<file path="config.mk">
export PLATFORM = sky130hd
export DESIGN_NAME = hue_rotate_recolor_flat
export DESIGN_NICKNAME = d
export VERILOG_FILES = /design/src/rtl/core/hrr_pkg.sv /design/src/rtl/core/hrr_in_if.sv /design/src/rtl/core/hrr_out_if.sv /design/src/rtl/core/hrr_div.sv /design/src/rtl/core/hue_rotate_recolor.sv /design/src/flat_wrapper.sv
export SDC_FILE = /design/constraint.sdc
export NUM_CORES = 2
export LEC_CHECK = 0
export ABC_CLOCK_PERIOD_IN_PS = 38900
export BUFFER_PORTS_ARGS = -buffer_cell sky130_fd_sc_hd__buf_2
export CAP_MARGIN = 20
export CORE_ASPECT_RATIO = 0.75
export CORE_MARGIN = 2
export CORE_UTILIZATION = 29
export DETAILED_ROUTE_END_ITERATION = 16
export GPL_TIMING_DRIVEN = 0
export PLACE_DENSITY = 0.55
export SLEW_MARGIN = 20
export SYNTH_ARGS = -nofsm -noshare
export SYNTH_HDL_FRONTEND = slang
export SYNTH_SLANG_ARGS = --single-unit
</file>
<file path="constraint.sdc">
create_clock -name clk -period 38.9 [get_ports clk]
set_clock_uncertainty 0.15 [all_clocks]
set_input_delay 1.945 -clock clk [delete_from_list [all_inputs] [get_ports clk]]
set_output_delay 1.945 -clock clk [all_outputs]
set_load 0.03 [all_outputs]
</file>
<file path="src/rtl/core/hrr_pkg.sv">
// shared constants and types for the hue rotate recolor block
`timescale 1ns / 1ps

package hrr_pkg;

  // hue in degrees with 8 fraction bits, below 360*256
  localparam int HUE_W  = 17;
  // position inside one 60 degree sector, below 15360
  localparam int FRAC_W = 14;
  // quotient width of the long divider
  localparam int QUO_W  = 16;
  // divider steps per pipeline stage
  localparam int DIV_PER = 4;

  localparam logic [HUE_W-1:0] DEG60_FX  = 17'd15360;
  localparam logic [HUE_W-1:0] DEG120_FX = 17'd30720;
  localparam logic [HUE_W-1:0] DEG180_FX = 17'd46080;
  localparam logic [HUE_W-1:0] DEG240_FX = 17'd61440;
  localparam logic [HUE_W-1:0] DEG300_FX = 17'd76800;
  localparam logic [HUE_W-1:0] DEG360_FX = 17'd92160;
  localparam logic [HUE_W:0]   DEG720_FX = 18'd184320;

  localparam logic [HUE_W-1:0] BIAS_RED   = 17'd0;
  localparam logic [HUE_W-1:0] BIAS_GREEN = 17'd30720;
  localparam logic [HUE_W-1:0] BIAS_BLUE  = 17'd61440;

  // 255 * 256
  localparam int SAT_SCALE = 65280;

  // ceil(2^32 / 255), exact for products below 2^24
  localparam logic [24:0] RECIP_255    = 25'd16843010;
  localparam int          RECIP_255_SH = 32;
  // 15360 = 15 << 10; ceil(2^24 / 15), exact below 2^20
  localparam int          DEG60_SH     = 10;
  localparam logic [20:0] RECIP_15     = 21'd1118482;
  localparam int          RECIP_15_SH  = 24;

  // configuration port
  localparam int CFG_IDX_W  = 2;
  localparam int CFG_DATA_W = 9;
  localparam logic [CFG_IDX_W-1:0] CFG_HUE_OFFSET = 2'd0;
  localparam logic [CFG_IDX_W-1:0] CFG_GRAY_SAT   = 2'd1;
  localparam logic [8:0] HUE_OFFSET_RST = 9'd300;
  localparam logic [7:0] GRAY_SAT_RST   = 8'd128;

  typedef enum logic [2:0] {
    SEC_0,
    SEC_1,
    SEC_2,
    SEC_3,
    SEC_4,
    SEC_5
  } sector_t;

endpackage

</file>
<file path="src/rtl/core/hrr_in_if.sv">
// input color channel: valid, ready and one rgb color
`timescale 1ns / 1ps

interface hrr_in_if;
  logic       valid;
  logic       ready;
  logic [7:0] in_red;
  logic [7:0] in_green;
  logic [7:0] in_blue;

  modport source (output valid, in_red, in_green, in_blue, input ready);
  modport sink   (input valid, in_red, in_green, in_blue, output ready);
endinterface

</file>
<file path="src/rtl/core/hrr_out_if.sv">
// result channel: valid, ready and one recolored rgb color with gray flag
`timescale 1ns / 1ps

interface hrr_out_if;
  logic       valid;
  logic       ready;
  logic [7:0] out_red;
  logic [7:0] out_green;
  logic [7:0] out_blue;
  logic       was_gray;

  modport source (output valid, out_red, out_green, out_blue, was_gray, input ready);
  modport sink   (input valid, out_red, out_green, out_blue, was_gray, output ready);
endinterface

</file>
<file path="src/rtl/core/hrr_div.sv">
// pipelined two-lane restoring divider with sideband
`timescale 1ns / 1ps

module hrr_div #(
  parameter int DW  = 8,
  parameter int QW  = 16,
  parameter int SW  = 1,
  parameter int PER = 4
) (
  input  logic                     clk,
  input  logic                     rst,
  input  logic                     en,
  input  logic                     in_valid,
  input  logic [1:0][DW+QW-1:0]    num,
  input  logic [1:0][DW-1:0]       den,
  input  logic [SW-1:0]            side,
  output logic                     out_valid,
  output logic [1:0][QW-1:0]       quo,
  output logic [SW-1:0]            out_side
);

  localparam int NS = QW / PER;

  logic                v    [NS+1];
  logic [1:0][QW-1:0]  low  [NS+1];
  logic [SW-1:0]       sd   [NS+1];
  logic [1:0][DW-1:0]  rem  [NS];
  logic [1:0][DW-1:0]  dv   [NS];

  // top bits of the numerator start as the partial remainder, below the divisor
  assign v[0]   = in_valid;
  assign sd[0]  = side;
  assign dv[0]  = den;
  assign rem[0] = {num[1][DW+QW-1:QW], num[0][DW+QW-1:QW]};
  assign low[0] = {num[1][QW-1:0], num[0][QW-1:0]};

  for (genvar k = 0; k < NS; k++) begin : g_stage
    logic [1:0][DW-1:0] rem_next;
    logic [1:0][QW-1:0] low_next;

    always_comb begin
      logic [DW:0]   t;
      logic [DW-1:0] rr;
      logic [QW-1:0] ll;
      rem_next = rem[k];
      low_next = low[k];
      t  = '0;
      rr = '0;
      ll = '0;
      for (int l = 0; l < 2; l++) begin
        rr = rem[k][l];
        ll = low[k][l];
        for (int i = 0; i < PER; i++) begin
          t  = {rr, ll[QW-1]};
          ll = {ll[QW-2:0], 1'b0};
          if (t >= {1'b0, dv[k][l]}) begin
            t     = t - {1'b0, dv[k][l]};
            ll[0] = 1'b1;
          end
          rr = t[DW-1:0];
        end
        rem_next[l] = rr;
        low_next[l] = ll;
      end
    end

    always_ff @(posedge clk) begin
      if (rst) begin
        v[k+1] <= 1'b0;
      end else if (en) begin
        v[k+1] <= v[k];
      end
    end

    always_ff @(posedge clk) begin
      if (en) begin
        low[k+1] <= low_next;
        sd[k+1]  <= sd[k];
      end
    end

    if (k < NS - 1) begin : g_carry
      always_ff @(posedge clk) begin
        if (en) begin
          rem[k+1] <= rem_next;
          dv[k+1]  <= dv[k];
        end
      end
    end
  end

  assign out_valid = v[NS];
  assign quo       = low[NS];
  assign out_side  = sd[NS];

endmodule

</file>
<file path="src/rtl/core/hue_rotate_recolor.sv">
// top level: rgb to hsv, hue rotation or gray tint, hsv back to rgb
`timescale 1ns / 1ps

// One rgb color enters per cycle and one recolored color leaves per cycle while the
// output is not stalled. A color passes one stage for max/min and the leading channel,
// four for the hue and saturation divider at four quotient bits a stage, seven for
// hue unwrap, rotation, the two constant-reciprocal divisions and the ramp products,
// and one output register. The whole pipe advances together
// whenever the output register is empty or its beat is taken, so ready follows
// out ready with no extra latency. Gray inputs keep hue 0 and take gray_saturation;
// other colors get hue_offset added modulo 360. Configuration writes are taken at
// any time but should land while no color is in flight.
module hue_rotate_recolor import hrr_pkg::*; #(
  parameter int CHANNEL_BITS = 8
) (
  input  logic                  clk,
  input  logic                  rst,
  hrr_in_if.sink                pix_in,
  hrr_out_if.source             pix_out,
  input  logic                  cfg_we,
  input  logic [CFG_IDX_W-1:0]  cfg_index,
  input  logic [CFG_DATA_W-1:0] cfg_data
);

  // channels come in on 8 bits, so anything beyond 8 masks nothing
  localparam int W     = (CHANNEL_BITS < 8) ? CHANNEL_BITS : 8;
  localparam int NW    = W + QUO_W;         // divider numerator
  localparam int SW    = 2 + HUE_W + W;     // gray, neg, bias, value
  localparam int PW    = QUO_W + W;         // saturation times value
  localparam int SPW   = PW - 7;            // spread before clamp
  localparam int MF_W  = W + 8;             // channel with 8 fraction bits
  localparam int RP_W  = FRAC_W + MF_W;     // ramp product
  localparam int Y_W   = RP_W - DEG60_SH;   // ramp product over 1024
  localparam int HP_W  = Y_W + 21;          // times reciprocal of 15
  localparam int EP_W  = PW + 25;           // times reciprocal of 255

  // configuration registers
  logic [8:0] hue_offset;
  logic [7:0] gray_saturation;

  always_ff @(posedge clk) begin
    if (rst) begin
      hue_offset      <= HUE_OFFSET_RST;
      gray_saturation <= GRAY_SAT_RST;
    end else if (cfg_we) begin
      case (cfg_index)
        CFG_HUE_OFFSET: hue_offset      <= cfg_data[8:0];
        CFG_GRAY_SAT:   gray_saturation <= cfg_data[7:0];
        default: ;
      endcase
    end
  end

  // global advance: output register free or being drained
  logic en;
  assign en           = !pix_out.valid || pix_out.ready;
  assign pix_in.ready = en;

  // ---------------------------------------------------------------- stage 1
  // max, min, which channel leads, and the two numerators
  logic [W-1:0]       r, g, b, mx, mn, x, y, d, mag;
  logic [HUE_W-1:0]   bias;
  logic               gray, neg;

  assign r    = pix_in.in_red[W-1:0];
  assign g    = pix_in.in_green[W-1:0];
  assign b    = pix_in.in_blue[W-1:0];
  assign gray = (r == g) && (g == b);

  always_comb begin
    if (r >= g && r >= b) begin
      mx = r; mn = (g <= b) ? g : b; x = g; y = b; bias = BIAS_RED;
    end else if (g >= r && g >= b) begin
      mx = g; mn = (r <= b) ? r : b; x = b; y = r; bias = BIAS_GREEN;
    end else begin
      mx = b; mn = (r <= g) ? r : g; x = r; y = g; bias = BIAS_BLUE;
    end
    d   = mx - mn;
    neg = x < y;
    mag = neg ? (y - x) : (x - y);
  end

  logic              s1_valid;
  logic [NW-1:0]     s1_num_h, s1_num_s;
  logic [W-1:0]      s1_den_h, s1_den_s;
  logic [SW-1:0]     s1_side;

  always_ff @(posedge clk) begin
    if (rst) begin
      s1_valid <= 1'b0;
    end else if (en) begin
      s1_valid <= pix_in.valid;
    end
  end

  always_ff @(posedge clk) begin
    if (en) begin
      s1_num_h <= NW'(mag) * NW'(DEG60_FX);
      s1_num_s <= NW'(d) * NW'(SAT_SCALE);
      s1_den_h <= d;
      s1_den_s <= mx;
      s1_side  <= {gray, neg, bias, mx};
    end
  end

  // ---------------------------------------------------------------- divider
  // lane 0: hue quotient within a sector, lane 1: saturation
  logic                  dq_valid;
  logic [1:0][QUO_W-1:0] dq_quo;
  logic [SW-1:0]         dq_side;

  hrr_div #(
    .DW  (W),
    .QW  (QUO_W),
    .SW  (SW),
    .PER (DIV_PER)
  ) u_div (
    .clk       (clk),
    .rst       (rst),
    .en        (en),
    .in_valid  (s1_valid),
    .num       ({s1_num_s, s1_num_h}),
    .den       ({s1_den_s, s1_den_h}),
    .side      (s1_side),
    .out_valid (dq_valid),
    .quo       (dq_quo),
    .out_side  (dq_side)
  );

  // ---------------------------------------------------------------- stage 2
  // add the sector bias, wrap negative hue into range
  logic               dq_gray, dq_neg;
  logic [HUE_W-1:0]   dq_bias, dq_q, hue_raw, hue_wrap;
  logic [W-1:0]       dq_v;

  assign dq_gray = dq_side[SW-1];
  assign dq_neg  = dq_side[SW-2];
  assign dq_bias = dq_side[W+HUE_W-1:W];
  assign dq_v    = dq_side[W-1:0];
  assign dq_q    = HUE_W'(dq_quo[0]);

  always_comb begin
    if (!dq_neg) begin
      hue_raw = dq_bias + dq_q;
    end else if (dq_q > dq_bias) begin
      hue_raw = DEG360_FX - (dq_q - dq_bias);
    end else begin
      hue_raw = dq_bias - dq_q;
    end
    hue_wrap = (hue_raw >= DEG360_FX) ? (hue_raw - DEG360_FX) : hue_raw;
  end

  logic               s2_valid, s2_gray;
  logic [HUE_W-1:0]   s2_h;
  logic [QUO_W-1:0]   s2_s;
  logic [W-1:0]       s2_v;

  always_ff @(posedge clk) begin
    if (rst) begin
      s2_valid <= 1'b0;
    end else if (en) begin
      s2_valid <= dq_valid;
    end
  end

  always_ff @(posedge clk) begin
    if (en) begin
      s2_h    <= hue_wrap;
      s2_s    <= dq_quo[1];
      s2_v    <= dq_v;
      s2_gray <= dq_gray;
    end
  end

  // ---------------------------------------------------------------- stage 3
  // rotation modulo 360, gray override
  logic [HUE_W:0]     rot_sum;
  logic [HUE_W-1:0]   rot_h;

  assign rot_sum = {1'b0, s2_h} + (HUE_W+1)'({hue_offset, 8'd0});

  always_comb begin
    if (rot_sum >= DEG720_FX) begin
      rot_h = HUE_W'(rot_sum - DEG720_FX);
    end else if (rot_sum >= {1'b0, DEG360_FX}) begin
      rot_h = HUE_W'(rot_sum - {1'b0, DEG360_FX});
    end else begin
      rot_h = rot_sum[HUE_W-1:0];
    end
  end

  logic               s3_valid, s3_gray;
  logic [HUE_W-1:0]   s3_h;
  logic [QUO_W-1:0]   s3_s;
  logic [W-1:0]       s3_v;

  always_ff @(posedge clk) begin
    if (rst) begin
      s3_valid <= 1'b0;
    end else if (en) begin
      s3_valid <= s2_valid;
    end
  end

  always_ff @(posedge clk) begin
    if (en) begin
      s3_h    <= s2_gray ? '0 : rot_h;
      s3_s    <= s2_gray ? {gray_saturation, 8'd0} : s2_s;
      s3_v    <= s2_v;
      s3_gray <= s2_gray;
    end
  end

  // ---------------------------------------------------------------- stage 4
  // saturation times value, sector and offset inside it
  sector_t            sector;
  logic [HUE_W-1:0]   sec_base;

  always_comb begin
    if (s3_h >= DEG300_FX) begin
      sector = SEC_5; sec_base = DEG300_FX;
    end else if (s3_h >= DEG240_FX) begin
      sector = SEC_4; sec_base = DEG240_FX;
    end else if (s3_h >= DEG180_FX) begin
      sector = SEC_3; sec_base = DEG180_FX;
    end else if (s3_h >= DEG120_FX) begin
      sector = SEC_2; sec_base = DEG120_FX;
    end else if (s3_h >= DEG60_FX) begin
      sector = SEC_1; sec_base = DEG60_FX;
    end else begin
      sector = SEC_0; sec_base = '0;
    end
  end

  logic               s4_valid, s4_gray;
  logic [PW-1:0]      s4_p;
  sector_t            s4_sector;
  logic [FRAC_W-1:0]  s4_f;
  logic [W-1:0]       s4_v;
  logic [HUE_W-1:0]   f_full;

  assign f_full = s3_h - sec_base;

  always_ff @(posedge clk) begin
    if (rst) begin
      s4_valid <= 1'b0;
    end else if (en) begin
      s4_valid <= s3_valid;
    end
  end

  always_ff @(posedge clk) begin
    if (en) begin
      s4_p      <= PW'(s3_s) * PW'(s3_v);
      s4_sector <= sector;
      s4_f      <= f_full[FRAC_W-1:0];
      s4_v      <= s3_v;
      s4_gray   <= s3_gray;
    end
  end

  // ---------------------------------------------------------------- stage 5
  // spread = product / 255 by reciprocal
  logic [EP_W-1:0]    spread_prod;
  assign spread_prod = EP_W'(s4_p) * EP_W'(RECIP_255);

  logic               s5_valid, s5_gray;
  logic [SPW-1:0]     s5_spread;
  sector_t            s5_sector;
  logic [FRAC_W-1:0]  s5_f;
  logic [W-1:0]       s5_v;

  always_ff @(posedge clk) begin
    if (rst) begin
      s5_valid <= 1'b0;
    end else if (en) begin
      s5_valid <= s4_valid;
    end
  end

  always_ff @(posedge clk) begin
    if (en) begin
      s5_spread <= spread_prod[EP_W-1:RECIP_255_SH];
      s5_sector <= s4_sector;
      s5_f      <= s4_f;
      s5_v      <= s4_v;
      s5_gray   <= s4_gray;
    end
  end

  // ---------------------------------------------------------------- stage 6
  // clamp spread to max, derive min and the falling fraction
  logic [MF_W-1:0]    maxf, spread_c;
  assign maxf     = {s5_v, 8'd0};
  assign spread_c = (s5_spread > SPW'(maxf)) ? maxf : s5_spread[MF_W-1:0];

  logic               s6_valid, s6_gray;
  logic [MF_W-1:0]    s6_spread, s6_minf, s6_maxf;
  logic [FRAC_W-1:0]  s6_f, s6_fm;
  sector_t            s6_sector;

  always_ff @(posedge clk) begin
    if (rst) begin
      s6_valid <= 1'b0;
    end else if (en) begin
      s6_valid <= s5_valid;
    end
  end

  always_ff @(posedge clk) begin
    if (en) begin
      s6_spread <= spread_c;
      s6_minf   <= maxf - spread_c;
      s6_maxf   <= maxf;
      s6_f      <= s5_f;
      s6_fm     <= DEG60_FX[FRAC_W-1:0] - s5_f;
      s6_sector <= s5_sector;
      s6_gray   <= s5_gray;
    end
  end

  // ---------------------------------------------------------------- stage 7
  // ramp products for the rising and falling channel
  logic               s7_valid, s7_gray;
  logic [RP_W-1:0]    s7_rp, s7_fp;
  logic [MF_W-1:0]    s7_minf, s7_maxf;
  sector_t            s7_sector;

  always_ff @(posedge clk) begin
    if (rst) begin
      s7_valid <= 1'b0;
    end else if (en) begin
      s7_valid <= s6_valid;
    end
  end

  always_ff @(posedge clk) begin
    if (en) begin
      s7_rp     <= RP_W'(s6_f) * RP_W'(s6_spread);
      s7_fp     <= RP_W'(s6_fm) * RP_W'(s6_spread);
      s7_minf   <= s6_minf;
      s7_maxf   <= s6_maxf;
      s7_sector <= s6_sector;
      s7_gray   <= s6_gray;
    end
  end

  // ---------------------------------------------------------------- stage 8
  // divide by 15360: drop 10 bits, then reciprocal of 15
  logic [HP_W-1:0]    rise_prod, fall_prod;
  assign rise_prod = HP_W'(s7_rp[RP_W-1:DEG60_SH]) * HP_W'(RECIP_15);
  assign fall_prod = HP_W'(s7_fp[RP_W-1:DEG60_SH]) * HP_W'(RECIP_15);

  logic               s8_valid, s8_gray;
  logic [MF_W-1:0]    s8_qr, s8_qf, s8_minf, s8_maxf;
  sector_t            s8_sector;

  always_ff @(posedge clk) begin
    if (rst) begin
      s8_valid <= 1'b0;
    end else if (en) begin
      s8_valid <= s7_valid;
    end
  end

  always_ff @(posedge clk) begin
    if (en) begin
      s8_qr     <= rise_prod[RECIP_15_SH+MF_W-1:RECIP_15_SH];
      s8_qf     <= fall_prod[RECIP_15_SH+MF_W-1:RECIP_15_SH];
      s8_minf   <= s7_minf;
      s8_maxf   <= s7_maxf;
      s8_sector <= s7_sector;
      s8_gray   <= s7_gray;
    end
  end

  // ---------------------------------------------------------------- output
  // sector mux, truncate fraction bits
  logic [MF_W-1:0] rise, fall, rf, gf, bf;
  assign rise = s8_qr + s8_minf;
  assign fall = s8_qf + s8_minf;

  always_comb begin
    case (s8_sector)
      SEC_0:   begin rf = s8_maxf; gf = rise;    bf = s8_minf; end
      SEC_1:   begin rf = fall;    gf = s8_maxf; bf = s8_minf; end
      SEC_2:   begin rf = s8_minf; gf = s8_maxf; bf = rise;    end
      SEC_3:   begin rf = s8_minf; gf = fall;    bf = s8_maxf; end
      SEC_4:   begin rf = rise;    gf = s8_minf; bf = s8_maxf; end
      default: begin rf = s8_maxf; gf = s8_minf; bf = fall;    end
    endcase
  end

  always_ff @(posedge clk) begin
    if (rst) begin
      pix_out.valid <= 1'b0;
    end else if (en) begin
      pix_out.valid <= s8_valid;
    end
  end

  always_ff @(posedge clk) begin
    if (en) begin
      pix_out.out_red   <= 8'(rf[MF_W-1:8]);
      pix_out.out_green <= 8'(gf[MF_W-1:8]);
      pix_out.out_blue  <= 8'(bf[MF_W-1:8]);
      pix_out.was_gray  <= s8_gray;
    end
  end

endmodule

</file>
<file path="src/flat_wrapper.sv">
// flat-port wrapper written by rule: the top's interface ports become plain ports
module hue_rotate_recolor_flat import hrr_pkg::*;
#(
  parameter int CHANNEL_BITS = 8
)
  (clk, rst, cfg_we, cfg_index, cfg_data, pix_in_valid, pix_in_in_red, pix_in_in_green, pix_in_in_blue, pix_in_ready, pix_out_valid, pix_out_out_red, pix_out_out_green, pix_out_out_blue, pix_out_was_gray, pix_out_ready);
  hrr_in_if pix_in_i ();
  hrr_out_if pix_out_i ();
  input  logic clk;
  input  logic rst;
  input  logic cfg_we;
  input  logic [CFG_IDX_W-1:0] cfg_index;
  input  logic [CFG_DATA_W-1:0] cfg_data;
  input wire logic [$bits(pix_in_i.valid)-1:0] pix_in_valid;
  input wire logic [$bits(pix_in_i.in_red)-1:0] pix_in_in_red;
  input wire logic [$bits(pix_in_i.in_green)-1:0] pix_in_in_green;
  input wire logic [$bits(pix_in_i.in_blue)-1:0] pix_in_in_blue;
  output wire logic [$bits(pix_in_i.ready)-1:0] pix_in_ready;
  output wire logic [$bits(pix_out_i.valid)-1:0] pix_out_valid;
  output wire logic [$bits(pix_out_i.out_red)-1:0] pix_out_out_red;
  output wire logic [$bits(pix_out_i.out_green)-1:0] pix_out_out_green;
  output wire logic [$bits(pix_out_i.out_blue)-1:0] pix_out_out_blue;
  output wire logic [$bits(pix_out_i.was_gray)-1:0] pix_out_was_gray;
  input wire logic [$bits(pix_out_i.ready)-1:0] pix_out_ready;
  assign pix_in_i.valid = pix_in_valid;
  assign pix_in_i.in_red = pix_in_in_red;
  assign pix_in_i.in_green = pix_in_in_green;
  assign pix_in_i.in_blue = pix_in_in_blue;
  assign pix_in_ready = pix_in_i.ready;
  assign pix_out_valid = pix_out_i.valid;
  assign pix_out_out_red = pix_out_i.out_red;
  assign pix_out_out_green = pix_out_i.out_green;
  assign pix_out_out_blue = pix_out_i.out_blue;
  assign pix_out_was_gray = pix_out_i.was_gray;
  assign pix_out_i.ready = pix_out_ready;
  hue_rotate_recolor #(.CHANNEL_BITS(CHANNEL_BITS)) u_core (.clk(clk), .rst(rst), .pix_in(pix_in_i), .pix_out(pix_out_i), .cfg_we(cfg_we), .cfg_index(cfg_index), .cfg_data(cfg_data));
endmodule
</file>
==> results_tabular.tex <==
\begin{tabular}{lr}
\hline
Metric & Value \\
\hline
\multicolumn{2}{l}{\textbf{Outcome}} \\
\quad Outcome & completed \\
\multicolumn{2}{l}{\textbf{Clock tree}} \\
\quad TritonCTS Buffers & 73 \\
\quad Buffer cell driving the clock tree root & clkbuf\_16 \\
\quad Clock tree from TritonCTS & yes \\
\quad Maximum count of clock buffers along a single path & 3 \\
\quad Clock latency at the later pin of the worst-skew pair & 0.67 ns \\
\quad TritonCTS Sinks & 687 \\
\quad Cells resized by post-CTS repair & 0 \\
\quad Number of post-CTS setup repair buffers & 0 \\
\quad CTS hold repair buffers & 0 \\
\quad H-Tree Depth & 3 \\
\quad Clock-pin transition on the worst setup and hold timing paths & 0.07 ns \\
\multicolumn{2}{l}{\textbf{Global routing}} \\
\quad Maximum number of pins on one net before global-route repair & 57 \\
\quad Number of antenna violations at the first check in global routing & 17 \\
\quad Total overflow reported by the global router & 0 \\
\quad Wire length of the first global-routing pass & 266000 um \\
\quad Number of global-route vias before repair & 48038 \\
\quad Gr usage total & 13.6\% \\
\multicolumn{2}{l}{\textbf{Worst hold path}} \\
\quad Hold Path Class & reg2reg \\
\multicolumn{2}{l}{\textbf{Route}} \\
\quad Wire length per cell & 16.4 um \\
\quad Via Count & 48124 \\
\quad Vias per Instance & 4.74 \\
\quad Count of unresolved DRC violations after routing & 0 \\
\quad Final wirelength & 167000 um \\
\quad 1st-iter DRT viols & 3446 \\
\quad Final ANT Viol Nets & 0 \\
\quad 1st-pass router iterations & 6 \\
\multicolumn{2}{l}{\textbf{Timing}} \\
\quad Final worst path period share & 29.8\% \\
\quad Transition time at the pin with the least slew margin & 1.04 ns \\
\quad Setup repair after global routing missed its margin & false \\
\quad Endpoints failing hold & 0 \\
\quad Slew HR & 29.9\% \\
\quad Final min period & 11.60 ns \\
\quad Maximum clock frequency & 86.2 MHz \\
\quad Total setup violations reported at the end of the flow & 0 \\
\quad Post-route setup TNS & 0 ns \\
\quad Number of pins exceeding their max-slew limit in the final report & 0 \\
\multicolumn{2}{l}{\textbf{Placement}} \\
\quad IO buf count & 65 \\
\quad Half-perimeter wire length after placement & 136000 um \\
\quad Weighted congestion at the end of routability-driven global placement & 0.899 \\
\multicolumn{2}{l}{\textbf{Cells and area}} \\
\quad Number of fill cells & 24322 \\
\quad Relative area change from synthesis to final layout & 10.1\% \\
\quad Top library cells by usage in the layout, fill and taps aside & ha\_1, inv\_1, edfxtp\_1, nand2\_1, fa\_1 \\
\quad Layout cells sized above 1 & 5.81\% \\
\quad Number of nets in the finished design & 8641 \\
\quad Most common cell after layout, fill and taps aside & ha\_1 \\
\multicolumn{2}{l}{\textbf{Synth}} \\
\quad Total standard cell area after synthesis & 69800 um\^{}2 \\
\quad Distinct cells, synth & 99 \\
\quad Net count after synthesis & 8488 \\
\quad Number of register bits inferred by synthesis & 687 \\
\quad Sequential cell area fraction in the yosys report & 29.1\% \\
\quad Average cell area after synthesis & 10.3 um\^{}2 \\
\quad Main flop type after synthesis & edfxtp\_1 \\
\quad Warnings from Yosys & 0 \\
\quad Async SR Flop Fraction & 0\% \\
\quad Number of enable-type register cells in the synthesized netlist & 657 \\
\quad Cell count after synthesis & 6797 \\
\multicolumn{2}{l}{\textbf{Worst setup path}} \\
\quad Largest stage delay on the critical path & 0.53 ns \\
\quad Data required time of the critical path & 39.15 ns \\
\quad Kind of end point of the critical path & flop \\
\quad Critical Path AT & 11.84 ns \\
\quad CP Class & reg2reg \\
\quad Most common cell type on the critical path & o21ai\_0 \\
\quad Largest fanout of any net on the critical path & 10 \\
\quad Category of the worst setup path launch point & flop \\
\quad Cell with the largest stage delay on the worst path & edfxtp\_1 \\
\multicolumn{2}{l}{\textbf{Floorplan}} \\
\quad Std-Cell Core Area & 239000 um\^{}2 \\
\quad Chip Height & 429 um \\
\quad Total number of placement rows & 155 \\
\quad Die outline area & 245000 um\^{}2 \\
\quad Count of pins on the block boundary & 67 \\
\quad Die Width & 570 um \\
\quad Initial cell density of the core & 29.2\% \\
\multicolumn{2}{l}{\textbf{Flow run}} \\
\quad Count of maximum capacitance violations & 0 \\
\hline
\end{tabular}
## through the flow
| stage | util [%] | hold WS, ns | cells | cell area, um^2 | setup WS [ns] |
|---|---|---|---|---|---|
| floorplan | - | 0.250 | 6797 | 69800 | 16.57 |
| global placement | 31.0 | 0.251 | 10002 | 74000 | 7.14 |
| detailed placement | 31.2 | 0.255 | 10015 | 74400 | 27.51 |
| CTS | 32.2 | 0.262 | 10146 | 76800 | 27.44 |
| global route | 32.2 | 0.271 | 10147 | 76800 | 26.13 |
| finish | 32.2 | 0.257 | 10149 | 76800 | 27.30 |
## synthesized netlist by cell type, types with 106 or more instances
cell type / n / area, um^2
a21o_1: 122 / 916
a21oi_1: 298 / 1490
and2_1: 256 / 1600
clkbuf_1: 141 / 529
edfxtp_1: 657 / 19700
fa_1: 565 / 11300
ha_1: 1086 / 13600
inv_1: 1045 / 3920
mux2_2: 113 / 1270
nand2_1: 604 / 2270
nor2_1: 324 / 1220
nor2b_1: 106 / 663
o21ai_0: 268 / 1340
xnor2_1: 248 / 2170
## worst max-delay path, delay by kind of cell (launching register included)
family,cells,cell delay (ns)
buffers and inverters,6,1.60
DFF,1,0.53
and+or+nand+nor,9,1.44
adders and majority gates,4,1.29
AOI/OAI and AO/OA,24,5.64
muxes,2,0.68
## cell families after synthesis
logic type / after synthesis / share of synthesized area, %
multiplexers: 191 / 2.98
buffers and inverters: 1209 / 6.56
adder cells (fa/ha/maj): 1652 / 35.7
AND/OR/NAND/NOR: 1652 / 11.4
XOR/XNOR: 345 / 4.33
AO/OA/AOI/OAI: 1061 / 9.85
flip-flops: 687 / 29.1
## layer usage
metal	global-route usage (%)	wire length, um	vias up
met5	0	41	-
met4	2.38	2720	6
met3	2.44	10700	183
met2	20.0	68300	1197
met1	20.7	84900	23325
li1	-	-	23413
## sequential cells by signal, summed over array words and instances, names as in the netlist, 18 cells and up
signal                         count
u_core.s4_p                       24
u_core.u_div.dv                   45
u_core.u_div.g_stage.$4.ll        24
u_core.u_div.sd                   18
u_core.u_div.quo                  32
u_core.u_div.g_stage.low_next     24
u_core.s7_fp                      20
u_core.s7_rp                      20
u_core.u_div.rem                  48
## layout make-up
| type | count | area, um^2 | area share (%) |
|---|---|---|---|
| antenna | 3 | 7.51 | 0.00977 |
| buffer | 155 | 623 | 0.811 |
| clock buffer | 80 | 1870 | 2.44 |
| clock inverter | 51 | 561 | 0.730 |
| inverter | 1054 | 3960 | 5.15 |
| multi-input combinational | 4901 | 44900 | 58.4 |
| sequential | 687 | 20300 | 26.5 |
| tap | 3140 | 3930 | 5.11 |
| timing repair buffer | 78 | 676 | 0.879 |
## final timing paths
path / start / cells past startpoint / to / slack, ns
hold / removal: u_core.u_div.g_stage[3].$4.ll[15]$_DFFE_PP_ / 0 / u_core.u_div.quo[31]$_DFFE_PP_ / 0.26
hold reg to reg: u_core.u_div.g_stage[3].$4.ll[15]$_DFFE_PP_ / 0 / u_core.u_div.quo[31]$_DFFE_PP_ / 0.26
setup reg to reg: u_core.s1_side[1]$_DFFE_PP_ / 45 / u_core.u_div.rem[41]$_DFFE_PP_ / 27.30
setup / recovery: u_core.s1_side[1]$_DFFE_PP_ / 45 / u_core.u_div.rem[41]$_DFFE_PP_ / 27.30
Power is not shown: default switching activity piles up to over one toggle a cycle in this logic, so the estimate is an artifact.
